--- src/hw/rtl/tcw_pkg.sv ---
// ----------------------------------------------------------------------------
// tcw_pkg
// Shared types, character codes and defaults of the text console writer.
// ----------------------------------------------------------------------------
package tcw_pkg;

    // default screen geometry
    localparam int DEF_COLUMNS = 80;
    localparam int DEF_ROWS    = 25;

    // field widths of the channels
    localparam int COLUMN_W   = 7;
    localparam int ROW_W      = 5;
    localparam int LINEAR_W   = 11;
    localparam int CELL_W     = 16;
    localparam int COLOR_W    = 4;
    localparam int CHAR_W     = 8;

    // item functions
    localparam logic FUNC_PUT = 1'b0;
    localparam logic FUNC_SET = 1'b1;

    // character codes
    localparam logic [CHAR_W-1:0] CH_BACKSPACE = 8'h08;
    localparam logic [CHAR_W-1:0] CH_TAB       = 8'h09;
    localparam logic [CHAR_W-1:0] CH_NEWLINE   = 8'h0A;
    localparam logic [CHAR_W-1:0] CH_SPACE     = 8'h20;
    localparam logic [CHAR_W-1:0] CH_PRINT_HI  = 8'h7F;

    // tab stop spacing and blank cell
    localparam int                TAB_STEP    = 8;
    localparam logic [CELL_W-1:0] BLANK_CELL  = 16'h0F20;
    localparam logic [COLOR_W-1:0] COLOR_RESET = 4'hF;

    // one command item
    typedef struct packed {
        logic                func;
        logic [CHAR_W-1:0]   char_code;
        logic [COLUMN_W-1:0] new_column;
        logic [ROW_W-1:0]    new_row;
    } tcw_item_t;

    // requests from the top level to the screen store
    typedef struct packed {
        logic scroll_start;
        logic char_we;
    } tcw_store_ctrl_t;

    // status from the screen store
    typedef struct packed {
        logic busy;
        logic clearing;
    } tcw_store_stat_t;

endpackage

--- src/hw/rtl/tcw_if.sv ---
// ----------------------------------------------------------------------------
// tcw channel interfaces
// Valid/ready channels for command items, results and the color register.
// ----------------------------------------------------------------------------
interface tcw_cmd_if;
    import tcw_pkg::*;
    logic                valid;
    logic                ready;
    logic                func;
    logic [CHAR_W-1:0]   char_code;
    logic [COLUMN_W-1:0] new_column;
    logic [ROW_W-1:0]    new_row;

    modport source (output valid, func, char_code, new_column, new_row, input ready);
    modport sink   (input valid, func, char_code, new_column, new_row, output ready);
endinterface

interface tcw_result_if;
    import tcw_pkg::*;
    logic                valid;
    logic                ready;
    logic [COLUMN_W-1:0] cursor_column;
    logic [ROW_W-1:0]    cursor_row;
    logic [LINEAR_W-1:0] cursor_position;
    logic                cell_written;
    logic [LINEAR_W-1:0] cell_address;
    logic [CELL_W-1:0]   cell_value;
    logic                scrolled;

    modport source (output valid, cursor_column, cursor_row, cursor_position, cell_written,
                    cell_address, cell_value, scrolled, input ready);
    modport sink   (input valid, cursor_column, cursor_row, cursor_position, cell_written,
                    cell_address, cell_value, scrolled, output ready);
endinterface

interface tcw_cfg_if;
    import tcw_pkg::*;
    logic               valid;
    logic               ready;
    logic [COLOR_W-1:0] text_color;

    modport source (output valid, text_color, input ready);
    modport sink   (input valid, text_color, output ready);
endinterface

--- src/hw/rtl/tcw_cursor_unit.sv ---
// ----------------------------------------------------------------------------
// tcw_cursor_unit
// Cursor arithmetic for one item: motion, wrap, scroll detect, cell address.
// ----------------------------------------------------------------------------
module tcw_cursor_unit
    import tcw_pkg::*;
#(
    parameter int COLUMNS = DEF_COLUMNS,
    parameter int ROWS    = DEF_ROWS,
    parameter int CW      = $clog2(COLUMNS) + 1,
    parameter int RW      = $clog2(ROWS) + 1,
    parameter int AW      = $clog2(COLUMNS * ROWS)
)
(
    input  tcw_item_t          item,
    input  logic [CW-1:0]      col_in,
    input  logic [RW-1:0]      line_in,
    input  logic [COLOR_W-1:0] color,
    output logic [CW-1:0]      col_out,
    output logic [RW-1:0]      line_out,
    output logic [AW-1:0]      position,
    output logic               we,
    output logic [AW-1:0]      waddr,
    output logic [CELL_W-1:0]  wdata,
    output logic               scroll
);

    logic [CW-1:0] col_t;
    logic [RW-1:0] line_t;
    logic [CW-1:0] wcol;

    // next cursor and cell write
    always_comb
    begin
        col_t  = col_in;
        line_t = line_in;
        wcol   = col_in;
        we     = 1'b0;
        wdata  = '0;
        scroll = 1'b0;
        if (item.func == FUNC_SET)
        begin
            if (int'(item.new_column) < COLUMNS)
                col_t = CW'(item.new_column);
            if (int'(item.new_row) < ROWS)
                line_t = RW'(item.new_row);
        end
        else
        begin
            case (item.char_code)
                CH_BACKSPACE:
                begin
                    if (col_in != '0)
                    begin
                        col_t = col_in - CW'(1);
                        wcol  = col_in - CW'(1);
                        we    = 1'b1;
                        wdata = {4'h0, color, CH_SPACE};
                    end
                end
                CH_TAB:
                begin
                    col_t = (col_in + CW'(TAB_STEP)) & ~CW'(TAB_STEP - 1);
                end
                CH_NEWLINE:
                begin
                    col_t  = '0;
                    line_t = line_in + RW'(1);
                end
                default:
                begin
                    if (item.char_code >= CH_SPACE && item.char_code <= CH_PRINT_HI)
                    begin
                        we    = 1'b1;
                        wdata = {4'h0, color, item.char_code};
                        col_t = col_in + CW'(1);
                    end
                end
            endcase
            // wrap to the next row
            if (col_t >= CW'(COLUMNS))
            begin
                col_t  = '0;
                line_t = line_t + RW'(1);
            end
            // past the last row: scroll up
            if (line_t >= RW'(ROWS))
            begin
                line_t = RW'(ROWS - 1);
                scroll = 1'b1;
            end
        end
    end

    assign col_out  = col_t;
    assign line_out = line_t;

    // linear indexes
    assign waddr    = AW'(AW'(line_in) * AW'(COLUMNS)) + AW'(wcol);
    assign position = AW'(AW'(line_t) * AW'(COLUMNS)) + AW'(col_t);

endmodule

--- src/hw/rtl/tcw_screen_store.sv ---
// ----------------------------------------------------------------------------
// tcw_screen_store
// Screen cell memory with a sweep engine for the reset clear and the scroll.
// ----------------------------------------------------------------------------
module tcw_screen_store
    import tcw_pkg::*;
#(
    parameter int COLUMNS = DEF_COLUMNS,
    parameter int ROWS    = DEF_ROWS,
    parameter int AW      = $clog2(COLUMNS * ROWS)
)
(
    input  logic              clk,
    input  logic              rst_n,
    input  tcw_store_ctrl_t   ctrl,
    input  logic [AW-1:0]     char_addr,
    input  logic [CELL_W-1:0] char_data,
    output tcw_store_stat_t   stat
);

    localparam int            CELLS    = COLUMNS * ROWS;
    localparam logic [AW-1:0] LAST     = AW'(CELLS - 1);
    localparam logic [AW-1:0] COPY_END = AW'(CELLS - COLUMNS);

    localparam logic [1:0] SW_IDLE  = 2'd0;
    localparam logic [1:0] SW_CLEAR = 2'd1;
    localparam logic [1:0] SW_COPY  = 2'd2;
    localparam logic [1:0] SW_FILL  = 2'd3;

    logic [CELL_W-1:0] mem [CELLS];

    logic [1:0]        state_reg, state_next;
    logic [AW-1:0]     idx_reg, idx_next;
    logic              cp_valid_reg;
    logic [AW-1:0]     cp_addr_reg;
    logic [CELL_W-1:0] rdata_reg;

    logic              rd_en;
    logic [AW-1:0]     raddr;
    logic              we;
    logic [AW-1:0]     waddr;
    logic [CELL_W-1:0] wdata;

    // sweep sequencer
    always_comb
    begin
        state_next = state_reg;
        idx_next   = idx_reg;
        rd_en      = 1'b0;
        raddr      = idx_reg + AW'(COLUMNS);
        unique case (state_reg) inside
            SW_IDLE:
            begin
                if (ctrl.scroll_start)
                begin
                    state_next = SW_COPY;
                    idx_next   = '0;
                end
            end
            SW_CLEAR, SW_FILL:
            begin
                if (idx_reg == LAST)
                    state_next = SW_IDLE;
                else
                    idx_next = idx_reg + AW'(1);
            end
            SW_COPY:
            begin
                if (idx_reg == COPY_END)
                    state_next = SW_FILL;
                else
                begin
                    rd_en    = 1'b1;
                    idx_next = idx_reg + AW'(1);
                end
            end
            default:
            begin
                state_next = SW_IDLE;
            end
        endcase
    end

    // write port select: pending copy, blank sweep, then character write
    always_comb
    begin
        we    = 1'b0;
        waddr = idx_reg;
        wdata = BLANK_CELL;
        if (cp_valid_reg)
        begin
            we    = 1'b1;
            waddr = cp_addr_reg;
            wdata = rdata_reg;
        end
        else if (state_reg == SW_CLEAR || state_reg == SW_FILL)
        begin
            we = 1'b1;
        end
        else if (state_reg == SW_IDLE && ctrl.char_we)
        begin
            we    = 1'b1;
            waddr = char_addr;
            wdata = char_data;
        end
    end

    // control state
    always_ff @(posedge clk or negedge rst_n)
    begin
        if (!rst_n)
        begin
            state_reg    <= SW_CLEAR;
            idx_reg      <= '0;
            cp_valid_reg <= 1'b0;
        end
        else
        begin
            state_reg    <= state_next;
            idx_reg      <= idx_next;
            cp_valid_reg <= rd_en;
        end
    end

    // copy address is registered alongside the read data
    always_ff @(posedge clk)
    begin
        cp_addr_reg <= idx_reg;
    end

    // cell memory, one write and one registered read port
    always_ff @(posedge clk)
    begin
        if (we)
            mem[waddr] <= wdata;
        if (rd_en)
            rdata_reg <= mem[raddr];
    end

    assign stat.busy     = (state_reg != SW_IDLE);
    assign stat.clearing = (state_reg == SW_CLEAR);

endmodule

--- src/hw/rtl/text_console_writer.sv ---
// ----------------------------------------------------------------------------
// text_console_writer
// Text screen writer: puts characters into a cell store and tracks the cursor.
// ----------------------------------------------------------------------------
// Usage
//   cmd    : one item per transfer; func 0 puts char_code, func 1 moves the
//            cursor to new_column/new_row (each taken only when in range).
//   result : one transfer per item with the cursor after the item, the cell
//            written (address and value, zero when none) and a scroll flag.
//   cfg    : writes text_color, the foreground nibble of written cells; always
//            ready; users write it only while no item is in flight; unchecked.
// Timing
//   An item is captured, then in ST_EXEC the cursor unit computes the move and
//   the cell write; the result register is loaded at commit, once it is free.
//   A scroll walks the whole store through the single write port, moving rows
//   up and blanking the last row; cmd is not ready again until it ends.
// Reset
//   The cursor goes to 0,0 and text_color to 15; the store is then cleared to
//   blank cells, one per cycle, with cmd not ready.
// Stall
//   A result waiting on result.ready holds; the next item can be taken, but
//   its result is not computed until the waiting one leaves.
// ----------------------------------------------------------------------------
module text_console_writer
    import tcw_pkg::*;
#(
    parameter int COLUMNS = DEF_COLUMNS,
    parameter int ROWS    = DEF_ROWS
)
(
    input  logic            clk,
    input  logic            rst_n,
    tcw_cfg_if.sink         cfg,
    tcw_cmd_if.sink         cmd,
    tcw_result_if.source    result
);

    localparam int CW = $clog2(COLUMNS) + 1;
    localparam int RW = $clog2(ROWS) + 1;
    localparam int AW = $clog2(COLUMNS * ROWS);

    localparam logic [1:0] ST_IDLE  = 2'd0;
    localparam logic [1:0] ST_EXEC  = 2'd1;
    localparam logic [1:0] ST_SWEEP = 2'd2;

    logic [1:0]         state_reg, state_next;
    logic [CW-1:0]      col_reg;
    logic [RW-1:0]      line_reg;
    logic [COLOR_W-1:0] color_reg;
    tcw_item_t          item_reg;

    logic                out_valid_reg;
    logic [COLUMN_W-1:0] out_col_reg;
    logic [ROW_W-1:0]    out_row_reg;
    logic [LINEAR_W-1:0] out_pos_reg;
    logic                out_written_reg;
    logic [LINEAR_W-1:0] out_addr_reg;
    logic [CELL_W-1:0]   out_value_reg;
    logic                out_scrolled_reg;

    logic [CW-1:0]     col_calc;
    logic [RW-1:0]     line_calc;
    logic [AW-1:0]     pos_calc;
    logic              we_calc;
    logic [AW-1:0]     waddr_calc;
    logic [CELL_W-1:0] wdata_calc;
    logic              scroll_calc;

    logic              cmd_xfer;
    logic              out_free;
    logic              commit;
    tcw_store_ctrl_t   store_ctrl;
    tcw_store_stat_t   store_stat;

    // handshakes
    assign cmd.ready = (state_reg == ST_IDLE) && !store_stat.busy;
    assign cmd_xfer  = cmd.valid && cmd.ready;
    assign cfg.ready = 1'b1;
    assign out_free  = !out_valid_reg || result.ready;
    assign commit    = (state_reg == ST_EXEC) && out_free;

    // cursor arithmetic
    tcw_cursor_unit #(
        .COLUMNS (COLUMNS),
        .ROWS    (ROWS),
        .CW      (CW),
        .RW      (RW),
        .AW      (AW)
    ) u_cursor (
        .item     (item_reg),
        .col_in   (col_reg),
        .line_in  (line_reg),
        .color    (color_reg),
        .col_out  (col_calc),
        .line_out (line_calc),
        .position (pos_calc),
        .we       (we_calc),
        .waddr    (waddr_calc),
        .wdata    (wdata_calc),
        .scroll   (scroll_calc)
    );

    // screen store
    assign store_ctrl.scroll_start = commit && scroll_calc;
    assign store_ctrl.char_we      = commit && we_calc;

    tcw_screen_store #(
        .COLUMNS (COLUMNS),
        .ROWS    (ROWS),
        .AW      (AW)
    ) u_store (
        .clk       (clk),
        .rst_n     (rst_n),
        .ctrl      (store_ctrl),
        .char_addr (waddr_calc),
        .char_data (wdata_calc),
        .stat      (store_stat)
    );

    // item sequencer
    always_comb
    begin
        state_next = state_reg;
        unique case (state_reg)
            ST_IDLE:
            begin
                if (cmd_xfer)
                    state_next = ST_EXEC;
            end
            ST_EXEC:
            begin
                if (commit)
                    state_next = scroll_calc ? ST_SWEEP : ST_IDLE;
            end
            ST_SWEEP:
            begin
                if (!store_stat.busy)
                    state_next = ST_IDLE;
            end
            default:
            begin
                state_next = ST_IDLE;
            end
        endcase
    end

    // control state, cursor and color
    always_ff @(posedge clk or negedge rst_n)
    begin
        if (!rst_n)
        begin
            state_reg     <= ST_IDLE;
            col_reg       <= '0;
            line_reg      <= '0;
            color_reg     <= COLOR_RESET;
            out_valid_reg <= 1'b0;
        end
        else
        begin
            state_reg <= state_next;
            if (cfg.valid && cfg.ready)
                color_reg <= cfg.text_color;
            if (commit)
            begin
                col_reg  <= col_calc;
                line_reg <= line_calc;
            end
            if (commit)
                out_valid_reg <= 1'b1;
            else if (result.ready)
                out_valid_reg <= 1'b0;
        end
    end

    // item capture and result register
    always_ff @(posedge clk)
    begin
        if (cmd_xfer)
        begin
            item_reg.func       <= cmd.func;
            item_reg.char_code  <= cmd.char_code;
            item_reg.new_column <= cmd.new_column;
            item_reg.new_row    <= cmd.new_row;
        end
        if (commit)
        begin
            out_col_reg      <= COLUMN_W'(col_calc);
            out_row_reg      <= ROW_W'(line_calc);
            out_pos_reg      <= LINEAR_W'(pos_calc);
            out_written_reg  <= we_calc;
            out_addr_reg     <= we_calc ? LINEAR_W'(waddr_calc) : '0;
            out_value_reg    <= we_calc ? wdata_calc : '0;
            out_scrolled_reg <= scroll_calc;
        end
    end

    assign result.valid           = out_valid_reg;
    assign result.cursor_column   = out_col_reg;
    assign result.cursor_row      = out_row_reg;
    assign result.cursor_position = out_pos_reg;
    assign result.cell_written    = out_written_reg;
    assign result.cell_address    = out_addr_reg;
    assign result.cell_value      = out_value_reg;
    assign result.scrolled        = out_scrolled_reg;

endmodule

--- src/flat_wrapper.sv ---
// flat-port wrapper written by rule: the top's interface ports become plain ports
module text_console_writer_flat import tcw_pkg::*;
#(
    parameter int COLUMNS = DEF_COLUMNS,
    parameter int ROWS    = DEF_ROWS
)
  (clk, rst_n, cfg_valid, cfg_text_color, cfg_ready, cmd_valid, cmd_func, cmd_char_code, cmd_new_column, cmd_new_row, cmd_ready, result_valid, result_cursor_column, result_cursor_row, result_cursor_position, result_cell_written, result_cell_address, result_cell_value, result_scrolled, result_ready);
  tcw_cfg_if cfg_i ();
  tcw_cmd_if cmd_i ();
  tcw_result_if result_i ();
  input  logic clk;
  input  logic rst_n;
  input wire logic [$bits(cfg_i.valid)-1:0] cfg_valid;
  input wire logic [$bits(cfg_i.text_color)-1:0] cfg_text_color;
  output wire logic [$bits(cfg_i.ready)-1:0] cfg_ready;
  input wire logic [$bits(cmd_i.valid)-1:0] cmd_valid;
  input wire logic [$bits(cmd_i.func)-1:0] cmd_func;
  input wire logic [$bits(cmd_i.char_code)-1:0] cmd_char_code;
  input wire logic [$bits(cmd_i.new_column)-1:0] cmd_new_column;
  input wire logic [$bits(cmd_i.new_row)-1:0] cmd_new_row;
  output wire logic [$bits(cmd_i.ready)-1:0] cmd_ready;
  output wire logic [$bits(result_i.valid)-1:0] result_valid;
  output wire logic [$bits(result_i.cursor_column)-1:0] result_cursor_column;
  output wire logic [$bits(result_i.cursor_row)-1:0] result_cursor_row;
  output wire logic [$bits(result_i.cursor_position)-1:0] result_cursor_position;
  output wire logic [$bits(result_i.cell_written)-1:0] result_cell_written;
  output wire logic [$bits(result_i.cell_address)-1:0] result_cell_address;
  output wire logic [$bits(result_i.cell_value)-1:0] result_cell_value;
  output wire logic [$bits(result_i.scrolled)-1:0] result_scrolled;
  input wire logic [$bits(result_i.ready)-1:0] result_ready;
  assign cfg_i.valid = cfg_valid;
  assign cfg_i.text_color = cfg_text_color;
  assign cfg_ready = cfg_i.ready;
  assign cmd_i.valid = cmd_valid;
  assign cmd_i.func = cmd_func;
  assign cmd_i.char_code = cmd_char_code;
  assign cmd_i.new_column = cmd_new_column;
  assign cmd_i.new_row = cmd_new_row;
  assign cmd_ready = cmd_i.ready;
  assign result_valid = result_i.valid;
  assign result_cursor_column = result_i.cursor_column;
  assign result_cursor_row = result_i.cursor_row;
  assign result_cursor_position = result_i.cursor_position;
  assign result_cell_written = result_i.cell_written;
  assign result_cell_address = result_i.cell_address;
  assign result_cell_value = result_i.cell_value;
  assign result_scrolled = result_i.scrolled;
  assign result_i.ready = result_ready;
  text_console_writer #(.COLUMNS(COLUMNS), .ROWS(ROWS)) u_core (.clk(clk), .rst_n(rst_n), .cfg(cfg_i), .cmd(cmd_i), .result(result_i));
endmodule
--- config.mk ---
export PLATFORM = sky130hd
export DESIGN_NAME = text_console_writer_flat
export DESIGN_NICKNAME = d
export VERILOG_FILES = /design/src/hw/rtl/tcw_pkg.sv /design/src/hw/rtl/tcw_if.sv /design/src/hw/rtl/tcw_cursor_unit.sv /design/src/hw/rtl/tcw_screen_store.sv /design/src/hw/rtl/text_console_writer.sv /design/src/flat_wrapper.sv
export SDC_FILE = /design/constraint.sdc
export NUM_CORES = 1
export LEC_CHECK = 0
export BUFFER_PORTS_ARGS = -buffer_cell sky130_fd_sc_hd__buf_4
export CAP_MARGIN = 20
export CORE_MARGIN = 4
export CORE_UTILIZATION = 58
export DETAILED_ROUTE_END_ITERATION = 8
export PLACE_DENSITY = 0.81
export SETUP_SLACK_MARGIN = 0.15
export SLEW_MARGIN = 10
export SYNTH_ARGS = -nofsm -noshare
export SYNTH_HDL_FRONTEND = slang
export SYNTH_SLANG_ARGS = --single-unit
--- constraint.sdc ---
create_clock -name clk -period 6.1 [get_ports clk]
set_input_delay 0.61 -clock clk [delete_from_list [all_inputs] [get_ports clk]]
set_output_delay 0.61 -clock clk [all_outputs]
set_load 0.01 [all_outputs]
==> results of run 1 <==
[area by class of cell]
cell class | instances | area [µm²]
clock buffers | 10 | 128
clock inverters | 6 | 71.3
fillers | 756 | 3060
inverters | 24 | 90.1
multi-input cells | 405 | 2810
flip-flops and latches | 99 | 2810
well taps | 133 | 166
repair buffers | 85 | 638
[stage by stage]
step | instances | power (mW) | setup slack [ns] | area [µm²] | hold slack, ns
floorplan | 557 | 0.738 | 1.01 | 5850 | 0.314
global placement | 746 | 0.755 | 0.772 | 6510 | 0.522
finish | 762 | 1.17 | 0.539 | 6710 | 0.167
CTS | 762 | 1.18 | 0.453 | 6710 | 0.175
detailed placement | 746 | 0.755 | 0.451 | 6510 | 0.528
global route | 762 | 1.21 | 0.204 | 6710 | 0.185
[layer usage]
layer,share of wire,vias up,track usage
met2,0.48,216,0.377
met5,0,-,0
met4,0.017,0,0.0803
met1,0.42,2166,0.322
met3,0.088,21,0.0525
li1,-,2159,-
[Yosys cell counts, types with 11 or more instances]
library cell and count:
o31ai_1 11, a21oi_1 30, nor2_1 36, dfrtp_1 29
inv_1 22, o21ai_0 36, xnor2_1 23, nand2_1 40
and2_1 17, edfxtp_1 65, ha_1 31, clkbuf_1 16
nor3_1 15, nand3_1 15
[logic make-up (layout without fill, tap and decap cells)]
logic type,Yosys count,in the layout,share of synthesized area
buf+inv,53,125,0.0403
xor+xnor,31,31,0.0465
flops,99,99,0.481
other cells,2,6,0.00129
fa+ha+maj,35,35,0.0802
mux,16,16,0.0296
simple gates,182,182,0.166
compound gates,135,135,0.155
[final timing paths]
kind / start / endpoint
max in group asynchronous: rst_n / u_core.color_reg[0]
setup / recovery: u_core.col_reg[0] / u_core.result.cursor_position[10]
setup reg to reg: u_core.col_reg[0] / u_core.result.cursor_position[10]
min in group clk: cmd_char_code[7] / u_core.item_reg[19]
hold / removal: rst_n / u_core.u_store.state_reg[1]
hold reg to reg: u_core.u_store.idx_reg[9] / u_core.u_store.idx_reg[9]
[what timing repair did]
item	CTS	global route
gates resized for setup	0	1
buffers inserted	0	0
setup endpoints to repair	0	1
[power by group]
part           total (mW)  internal, mW  switching, mW
Combinational      0.0238        0.0142        0.00955
Clock               0.426         0.194          0.232
Sequential          0.717         0.715        0.00113
[critical path: stages, from the launching register on]
cell and delay, ns:
dfrtp_1 0.50, inv_1 0.16, ha_1 0.29, or4b_1 0.55, or4_1 0.46, a21o_1 0.19, a32o_2 0.28, a21oi_4 0.34
mux2i_1 0.17, o211a_1 0.26, o21ai_2 0.18, inv_2 0.10, nor2_2 0.25, ha_1 0.29, ha_1 0.23, fa_1 0.38
xor2_1 0.25, nand2_1 0.10, nor2_1 0.12, xnor2_1 0.15, xnor2_1 0.09
==> impl_metrics.tcl, run 1 <==
set metrics [dict create \
    synth_top_area_cell "edfxtp_1" \
    drtIter0Drc 363 \
    reg2reg_slack_ns 0.54 \
    cts_buffer_depth 2 \
    ant_nets 0 \
    p_leak_nw 2.70 \
    synth_ff_type "edfxtp_1" \
    gp_congestion 1.00 \
    n_antenna_cell 0 \
    tightest_slew_ns 0.873 \
    drt-total-wl_mm 13.2 \
    period_needed_ns 5.56 \
    power_density_nw_per_um2 174 \
    start_util 0.597 \
    antenna_found_initial 0 \
    core-area_um2 9770 \
    grt_usage 0.236 \
    crit_required_ns 6.24 \
    critical_path_peak_fanout 10 \
    grt_pass1_vias 4345 \
    async_flop_share 0.343 \
    reg2regPathDepth 20 \
    cts.reportedPaths.clkPinSlew_ns 0.10 \
    ys_seq_area_frac 0.481 \
    die_y_um 108 \
    yosysTopAreaCellShare 0.334 \
    critical_path_class "flop to flop" \
    grt-ovfl-total 0 \
    cts_hold_buffers 0 \
    ys_ff_latch 99 \
    synthTopCellsByArea "edfxtp_1 (33%), dfrtp_1 (12%), ha_1 (6.6%)" \
    cts_buffers 9 \
    max_freq_ghz 0.180 \
    cp-start-kind "flop" \
    cts.sink_count 99 \
    hold_path_class "primary input to asynchronous set/reset pin" \
    endpoint_kind "flop" \
    skew_ns 0.0152 \
    fp.dieW_um 108 \
    fin_crit_sh 0.912 \
    largest_register_ffs 21 \
    htreeDepth 3 \
    grt_max_degree 63 \
    drv_slew 0 \
    dieArea_um2 11700 \
    post_drt_wl_per_cell_um 17.3 \
    dp_hpwl_mm 9.81 \
    via_per_inst 5.99 \
    cp_data_arrival_time_ns 5.70 \
    hold_viol 0 \
    grt_pass1_wl_mm 21.5 \
    post-route-util 0.687 \
    drc_errors 0 \
    ir_drop_mv 0.161 \
    synth_area_um2 5840 \
    clock_latency_ns 0.38 \
    status "finished, final reports clean" \
    num_vias 4562 \
    cts_tree "built" \
    final_nets 689 \
    relSlewSlack 0.418 \
    syn_to_final_growth_pct 15.0 \
    firstDrtPassIters 5 \
    ctsRootBufferMaster "clkbuf_8" \
    drive_above_1_share 0.216 \
    syn_area_per_cell_um2 10.6 \
    finalSetupViolCount 0 \
    io_buffers 79 \
    rsz0062_at_grt "no" \
    io_pins 85 \
    final_common_cell "buf_4" \
    synth_cells 553 \
    synth_edf_count 65 \
    final.setup.tns_ns 0 \
    layout_common_cells "buf_4 (85), edfxtp_1 (65), nand2_1 (40)" \
    yosys_warnings 0 \
    ys_types 68 \
    maxCapViolations 0 \
    std_cell_rows 36 \
]
Note: power is estimated with default switching activity, not from simulation.
==> run 2: changes to the inputs <==
--- a/config.mk
+++ b/config.mk
@@ -7,7 +7,7 @@
 export LEC_CHECK = 0
 export BUFFER_PORTS_ARGS = -buffer_cell sky130_fd_sc_hd__buf_4
 export CAP_MARGIN = 20
-export CORE_MARGIN = 4
+export CORE_MARGIN = 2
 export CORE_UTILIZATION = 58
 export DETAILED_ROUTE_END_ITERATION = 8
 export PLACE_DENSITY = 0.81
==> run 2 against run 1 <==
Hold slack lost 0.016 ns. Global-route usage grew 0.39 points. Routed wire length shrank 2.5%. Count of clock-buffer cells in the layout shrank 1. First-iteration DRC count grew 9.4%. Register-to-register slack is essentially flat. Non-clock buffer count shrank 1. Clock skew is essentially flat. Clock power shrank 2%. Critical path type unchanged. Largest cell class is now multi-input gates.
==> impl_metrics.tcl, run 2 (synthesized netlist as in run 1, its figures left out) <==
set metrics [dict create \
    io_buffers 79 \
    cts_buffer_depth 2 \
    cp-start-kind "flop" \
    die_y_um 104 \
    num_vias 4609 \
    cts_hold_buffers 0 \
    grt_pass1_vias 4276 \
    drc_errors 0 \
    grt_usage 0.240 \
    status "finished, final reports clean" \
    cts.reportedPaths.clkPinSlew_ns 0.10 \
    reg2regPathDepth 19 \
    antenna_found_initial 0 \
    grt-ovfl-total 0 \
    p_leak_nw 2.69 \
    ant_nets 0 \
    core-area_um2 9770 \
    std_cell_rows 36 \
    clock_latency_ns 0.40 \
    post-route-util 0.686 \
    gp_congestion 0.981 \
    dp_cells 745 \
    fin_crit_sh 0.913 \
    cts_setup_buffers 0 \
    cts-resized-gates 0 \
    drt-total-wl_mm 12.9 \
    maxCapViolations 0 \
    worstPathCellList "inv_1 -> ha_1 -> or4b_1 -> or4_1 -> a21o_1 -> a32o_2 -> a21oi_4 -> mux2i_1 -> o211a_1 -> o21ai_2 -> inv_2 -> nor3_2 -> ha_1 -> fa_1 -> xor2_1 -> nand2_1 -> nor2_1 -> xnor2_1 -> xnor2_1" \
    drv_slew 0 \
    layout_common_cells "buf_4 (84), edfxtp_1 (65), nand2_1 (40)" \
    dp_hpwl_mm 9.25 \
    fp.dieW_um 104 \
    slowest_delay_ns 0.57 \
    grt_pass1_wl_mm 20.9 \
    firstDrtPassIters 5 \
    period_needed_ns 5.57 \
    final_common_cell "buf_4" \
    critical_path_peak_fanout 10 \
    io_pins 85 \
    max_freq_ghz 0.180 \
    power_density_nw_per_um2 173 \
    ctsRootBufferMaster "clkbuf_8" \
    hold_viol 0 \
    cp_data_arrival_time_ns 5.72 \
    ir_drop_mv 0.164 \
    relSlewSlack 0.360 \
    finalSetupViolCount 0 \
    dp_slack_ns 0.546 \
    cts_tree "built" \
    endpoint_kind "flop" \
    start_util 0.597 \
    critical_path_class "flop to flop" \
    grt_max_degree 63 \
    hold_path_class "primary input to asynchronous set/reset pin" \
    largest_register_ffs 21 \
    syn_to_final_growth_pct 14.9 \
    drive_above_1_share 0.217 \
    final_nets 688 \
    final.setup.tns_ns 0 \
    tightest_slew_ns 0.958 \
    rsz0062_at_grt "no" \
    n_antenna_cell 0 \
    htreeDepth 3 \
    dieArea_um2 10900 \
    drtIter0Drc 397 \
    post_drt_wl_per_cell_um 16.9 \
    via_per_inst 6.06 \
    crit_required_ns 6.25 \
    cts.sink_count 99 \
    instances_no_fill 761 \
    cp_slowest_cell "or4b_1" \
    fin_ws_ns 0.533 \
    skew_ns 0.0151 \
    cts_buffers 9 \
]
## run 2: changes by cell type in the layout (fill, tap and decap cells not counted)
| cell | before | now |
|---|---|---|
| buf_4 | 85 | 84 |
| bufinv_16 | 1 | 0 |
| clkbuf_1 | 1 | 0 |
| clkinv_8 | 0 | 1 |
| inv_8 | 1 | 2 |
| nor3_2 | 2 | 1 |
| nor3_4 | 0 | 1 |
## run 2: path summary, 6_finish.rpt
kind | from | end | slack [ns]
min reg2reg | u_core.u_store.idx_reg[9] | u_core.u_store.idx_reg[9] | 0.55
min | rst_n | u_core.col_reg[1] | 0.15
min in group clk | cmd_new_row[2] | u_core.item_reg[2] | 0.39
max reg2reg | u_core.col_reg[0] | u_core.result.cursor_position[10] | 0.53
max in group asynchronous | rst_n | u_core.u_store.state_reg[0] | 5.57
max | u_core.col_reg[0] | u_core.result.cursor_position[10] | 0.53
## run 2: metrics by stage
stage                     power (mW)  cell area [µm²]  hold WS (ns)
after CTS                       1.16             6700         0.194
after global routing            1.19             6700         0.205
after detailed placement       0.756             6500         0.542
after floorplan                0.738             5850         0.314
final                           1.16             6700         0.151
after global placement         0.755             6500         0.522
## run 2: layout make-up
cell class                 instances  area [µm²]
clock inverter                     7        68.8
timing repair buffer              84         631
fill                             743        3070
inverter                          24        90.1
tap                              133         166
clock buffer                       9         124
sequential                        99        2810
multi-input combinational        405        2820
## run 2: where the power goes
| part | switching [mW] | leakage, nW | internal (mW) |
|---|---|---|---|
| combinational | 0.00971 | 1.64 | 0.0142 |
| clock | 0.259 | 0.0964 | 0.159 |
| sequential | 0.00126 | 0.957 | 0.716 |
| total | 0.270 | 2.69 | 0.888 |
## run 2: critical path, delay by kind of cell (launching register included)
kind	cells	cell delay, ns
AO/OA/AOI/OAI	5	1.25
AND/OR/NAND/NOR	5	1.60
adder cells (fa/ha/maj)	3	1.06
flip-flops	1	0.49
multiplexers	1	0.18
buffers and inverters	2	0.25
XOR/XNOR	3	0.48
## run 2: routing by layer
layer / global-route usage / part of all wire
met1: 0.321 / 0.42
met3: 0.0464 / 0.082
met5: 0 / 0
met4: 0.0801 / 0.016
met2: 0.395 / 0.48
==> run 3: changes to the inputs <==
--- a/config.mk
+++ b/config.mk
@@ -8,9 +8,9 @@
 export BUFFER_PORTS_ARGS = -buffer_cell sky130_fd_sc_hd__buf_4
 export CAP_MARGIN = 20
 export CORE_MARGIN = 2
-export CORE_UTILIZATION = 58
+export CORE_UTILIZATION = 52
 export DETAILED_ROUTE_END_ITERATION = 8
-export PLACE_DENSITY = 0.81
+export PLACE_DENSITY = 0.77
 export SETUP_SLACK_MARGIN = 0.15
 export SLEW_MARGIN = 10
 export SYNTH_ARGS = -nofsm -noshare
==> constraint.sdc (replaced) <==
create_clock -name clk -period 4.6 [get_ports clk]
set_input_delay 0.46 -clock clk [delete_from_list [all_inputs] [get_ports clk]]
set_output_delay 0.46 -clock clk [all_outputs]
set_load 0.01 [all_outputs]
==> run 3 against run 2 <==
The flow now finishes with violations (negative setup slack). Core utilization shrank 0.25 points. Combinational power grew 35%. Non-clock buffer count grew 69. Routed wire length grew 14%. Final cell count grew 10%. Count of clock-buffer cells in the layout is the same. Sequential share of layout area shrank 4.1 points. Register-to-register slack lost 0.56 ns. Critical path depth shrank 2. Worst setup slack lost 0.56 ns. Critical endpoint unchanged.
==> impl_metrics.tcl, run 3 (synthesized netlist as in run 1, its figures left out) <==
set metrics [dict create \
    status "finished, violations left" \
    violations "negative setup slack" \
    hold_path_class "primary input to asynchronous set/reset pin" \
    post_drt_wl_per_cell_um 17.5 \
    r2r_start "u_core.item_reg[14]" \
    intPower_mw 1.23 \
    start_util 0.536 \
    n_antenna_cell 0 \
    critical_path_class "flop to flop" \
    ant_nets 0 \
    pwr-share-clk 0.381 \
    critical_path_peak_fanout 5 \
    core-area_um2 10900 \
    ctsRootBufferMaster "clkbuf_8" \
    whs_ns 0.0307 \
    dp_cells 813 \
    dp_hpwl_mm 11.0 \
    switchingPower_mw 0.353 \
    power.share.switching 0.223 \
    grt-ovfl-total 0 \
    grt_pass1_vias 4584 \
    drtIter0Drc 343 \
    fp.dieW_um 110 \
    crit_required_ns 4.75 \
    num_vias 4850 \
    reg2reg_slack_ns -0.03 \
    cp_common_cell "xnor2_1" \
    drive_above_1_share 0.336 \
    worstPathCellList "or4b_4 -> or4_4 -> buf_6 -> a21o_1 -> a32o_2 -> a211oi_2 -> xnor2_1 -> o211a_1 -> o21ai_2 -> inv_2 -> nor3_4 -> ha_4 -> fa_2 -> nand2_2 -> nor2_2 -> xnor2_2 -> xnor2_1" \
    period_needed_ns 4.63 \
    power_frac_seq 0.599 \
    grt_usage 0.253 \
    skew_ns 0.0168 \
    cts.sink_count 99 \
    reg2regPathDepth 17 \
    power_density_nw_per_um2 213 \
    cp-start-kind "flop" \
    drv_slew 0 \
    layout_common_cells "buf_4 (152), edfxtp_1 (65), nand2_1 (39)" \
    cts.reportedPaths.clkPinSlew_ns 0.10 \
    htreeDepth 3 \
    critPathBufInv 2 \
    instances_no_fill 837 \
    fin_ws_ns -0.0256 \
    p_leak_nw 3.04 \
    syn_to_final_growth_pct 27.5 \
    slowest_delay_ns 0.59 \
    hold_viol 0 \
    drt-total-wl_mm 14.6 \
    max_freq_ghz 0.216 \
    io_buffers 79 \
    drc_errors 0 \
    cts_hold_buffers 0 \
    cts_buffers 9 \
    cp_data_arrival_time_ns 4.78 \
    grt_pass1_wl_mm 23.1 \
    cts_tree "built" \
    std_cell_rows 38 \
    cp_slowest_cell "fa_2" \
    die_y_um 110 \
    antenna_found_initial 0 \
    pwr-share-comb 0.020 \
    n_fill_cell 817 \
    dieArea_um2 12100 \
    final_nets 757 \
    final_common_cell "buf_4" \
    cts_buffer_depth 2 \
    clock_latency_ns 0.39 \
    via_per_inst 5.79 \
    finalSetupViolCount 1 \
    fin_crit_sh 1.01 \
    firstDrtPassIters 5 \
    largest_register_ffs 21 \
    endpoint_kind "flop" \
    tightest_slew_ns 0.937 \
    ir_drop_mv 0.222 \
    relSlewSlack 0.375 \
    io_pins 85 \
    maxCapViolations 0 \
    critical_path.top_delay_family "simple AND/OR/NAND/NOR gates" \
    gp_congestion 0.940 \
    rsz0062_at_grt "yes" \
    r2r_end "u_core.result.cursor_position[10]" \
    grt_max_degree 42 \
]
-- run 3: how the worst max path moves through the flow --
stage / to / slack, ns / cells after the start / startpoint
3_5_place_dp: u_core.result.cursor_position[10] / -0.27 / 18 / u_core.item_reg[14]
5_1_grt: u_core.result.cursor_position[10] / -0.22 / 17 / u_core.item_reg[16]
2_1_floorplan: u_core.result.cursor_position[10] / -0.1 / 20 / u_core.col_reg[1]
4_1_cts: u_core.result.cursor_position[10] / -0.07 / 16 / u_core.item_reg[14]
6_report: u_core.result.cursor_position[10] / -0.03 / 17 / u_core.item_reg[14]
3_3_place_gp: u_core.result.cursor_position[10] / 0.002 / 18 / u_core.item_reg[14]
-- run 3: repair_timing --
item                       in CTS  in global routing
setup endpoints to repair       4                  5
setup buffers                   7                  1
resized for setup               8                  9
pin swaps                       9                  4
-- run 3: cell type report --
class / instances / area, µm² / share of cell area
sequential: 99 / 2810 / 0.378
inverter: 24 / 95.1 / 0.0128
clock inverter: 7 / 92.6 / 0.0124
clock buffer: 9 / 124 / 0.0166
tap: 140 / 175 / 0.0235
multi-input combinational: 405 / 2990 / 0.402
timing repair buffer: 153 / 1150 / 0.155
-- run 3: layer usage --
metal  share of wire  wire [µm]  GRT usage  up-vias
met5               0          0          0        -
met4           0.014        201     0.0805        0
met3           0.070       1030     0.0516       20
met2            0.47       6890      0.390      206
met1            0.44       6500      0.360     2325
li1                -          -          -     2299
-- run 3: power by group through the flow --
stage / clock [mW] / combinational [mW] / sequential [mW]
global route: 0.648 / 0.0357 / 0.951
detailed placement: 0 / 0.0327 / 0.970
floorplan: 0 / 0.00939 / 0.969
global placement: 0 / 0.0318 / 0.969
finish: 0.604 / 0.0322 / 0.950
CTS: 0.618 / 0.0327 / 0.950
-- run 3: through the flow --
| stage | utilization | area, µm² | power, mW | worst slack, ns | setup TNS, ns |
|---|---|---|---|---|---|
| after detailed placement | 0.651 | 7090 | 1.00 | -0.266 | -0.352 |
| final | 0.683 | 7440 | 1.59 | -0.0256 | -0.0256 |
| after floorplan | - | 5990 | 0.979 | -0.0988 | -0.0988 |
| after CTS | 0.680 | 7400 | 1.60 | -0.0690 | -0.0690 |
| after global routing | 0.683 | 7440 | 1.63 | -0.224 | -0.375 |
| after global placement | 0.651 | 7090 | 1.00 | 0.00193 | 0 |
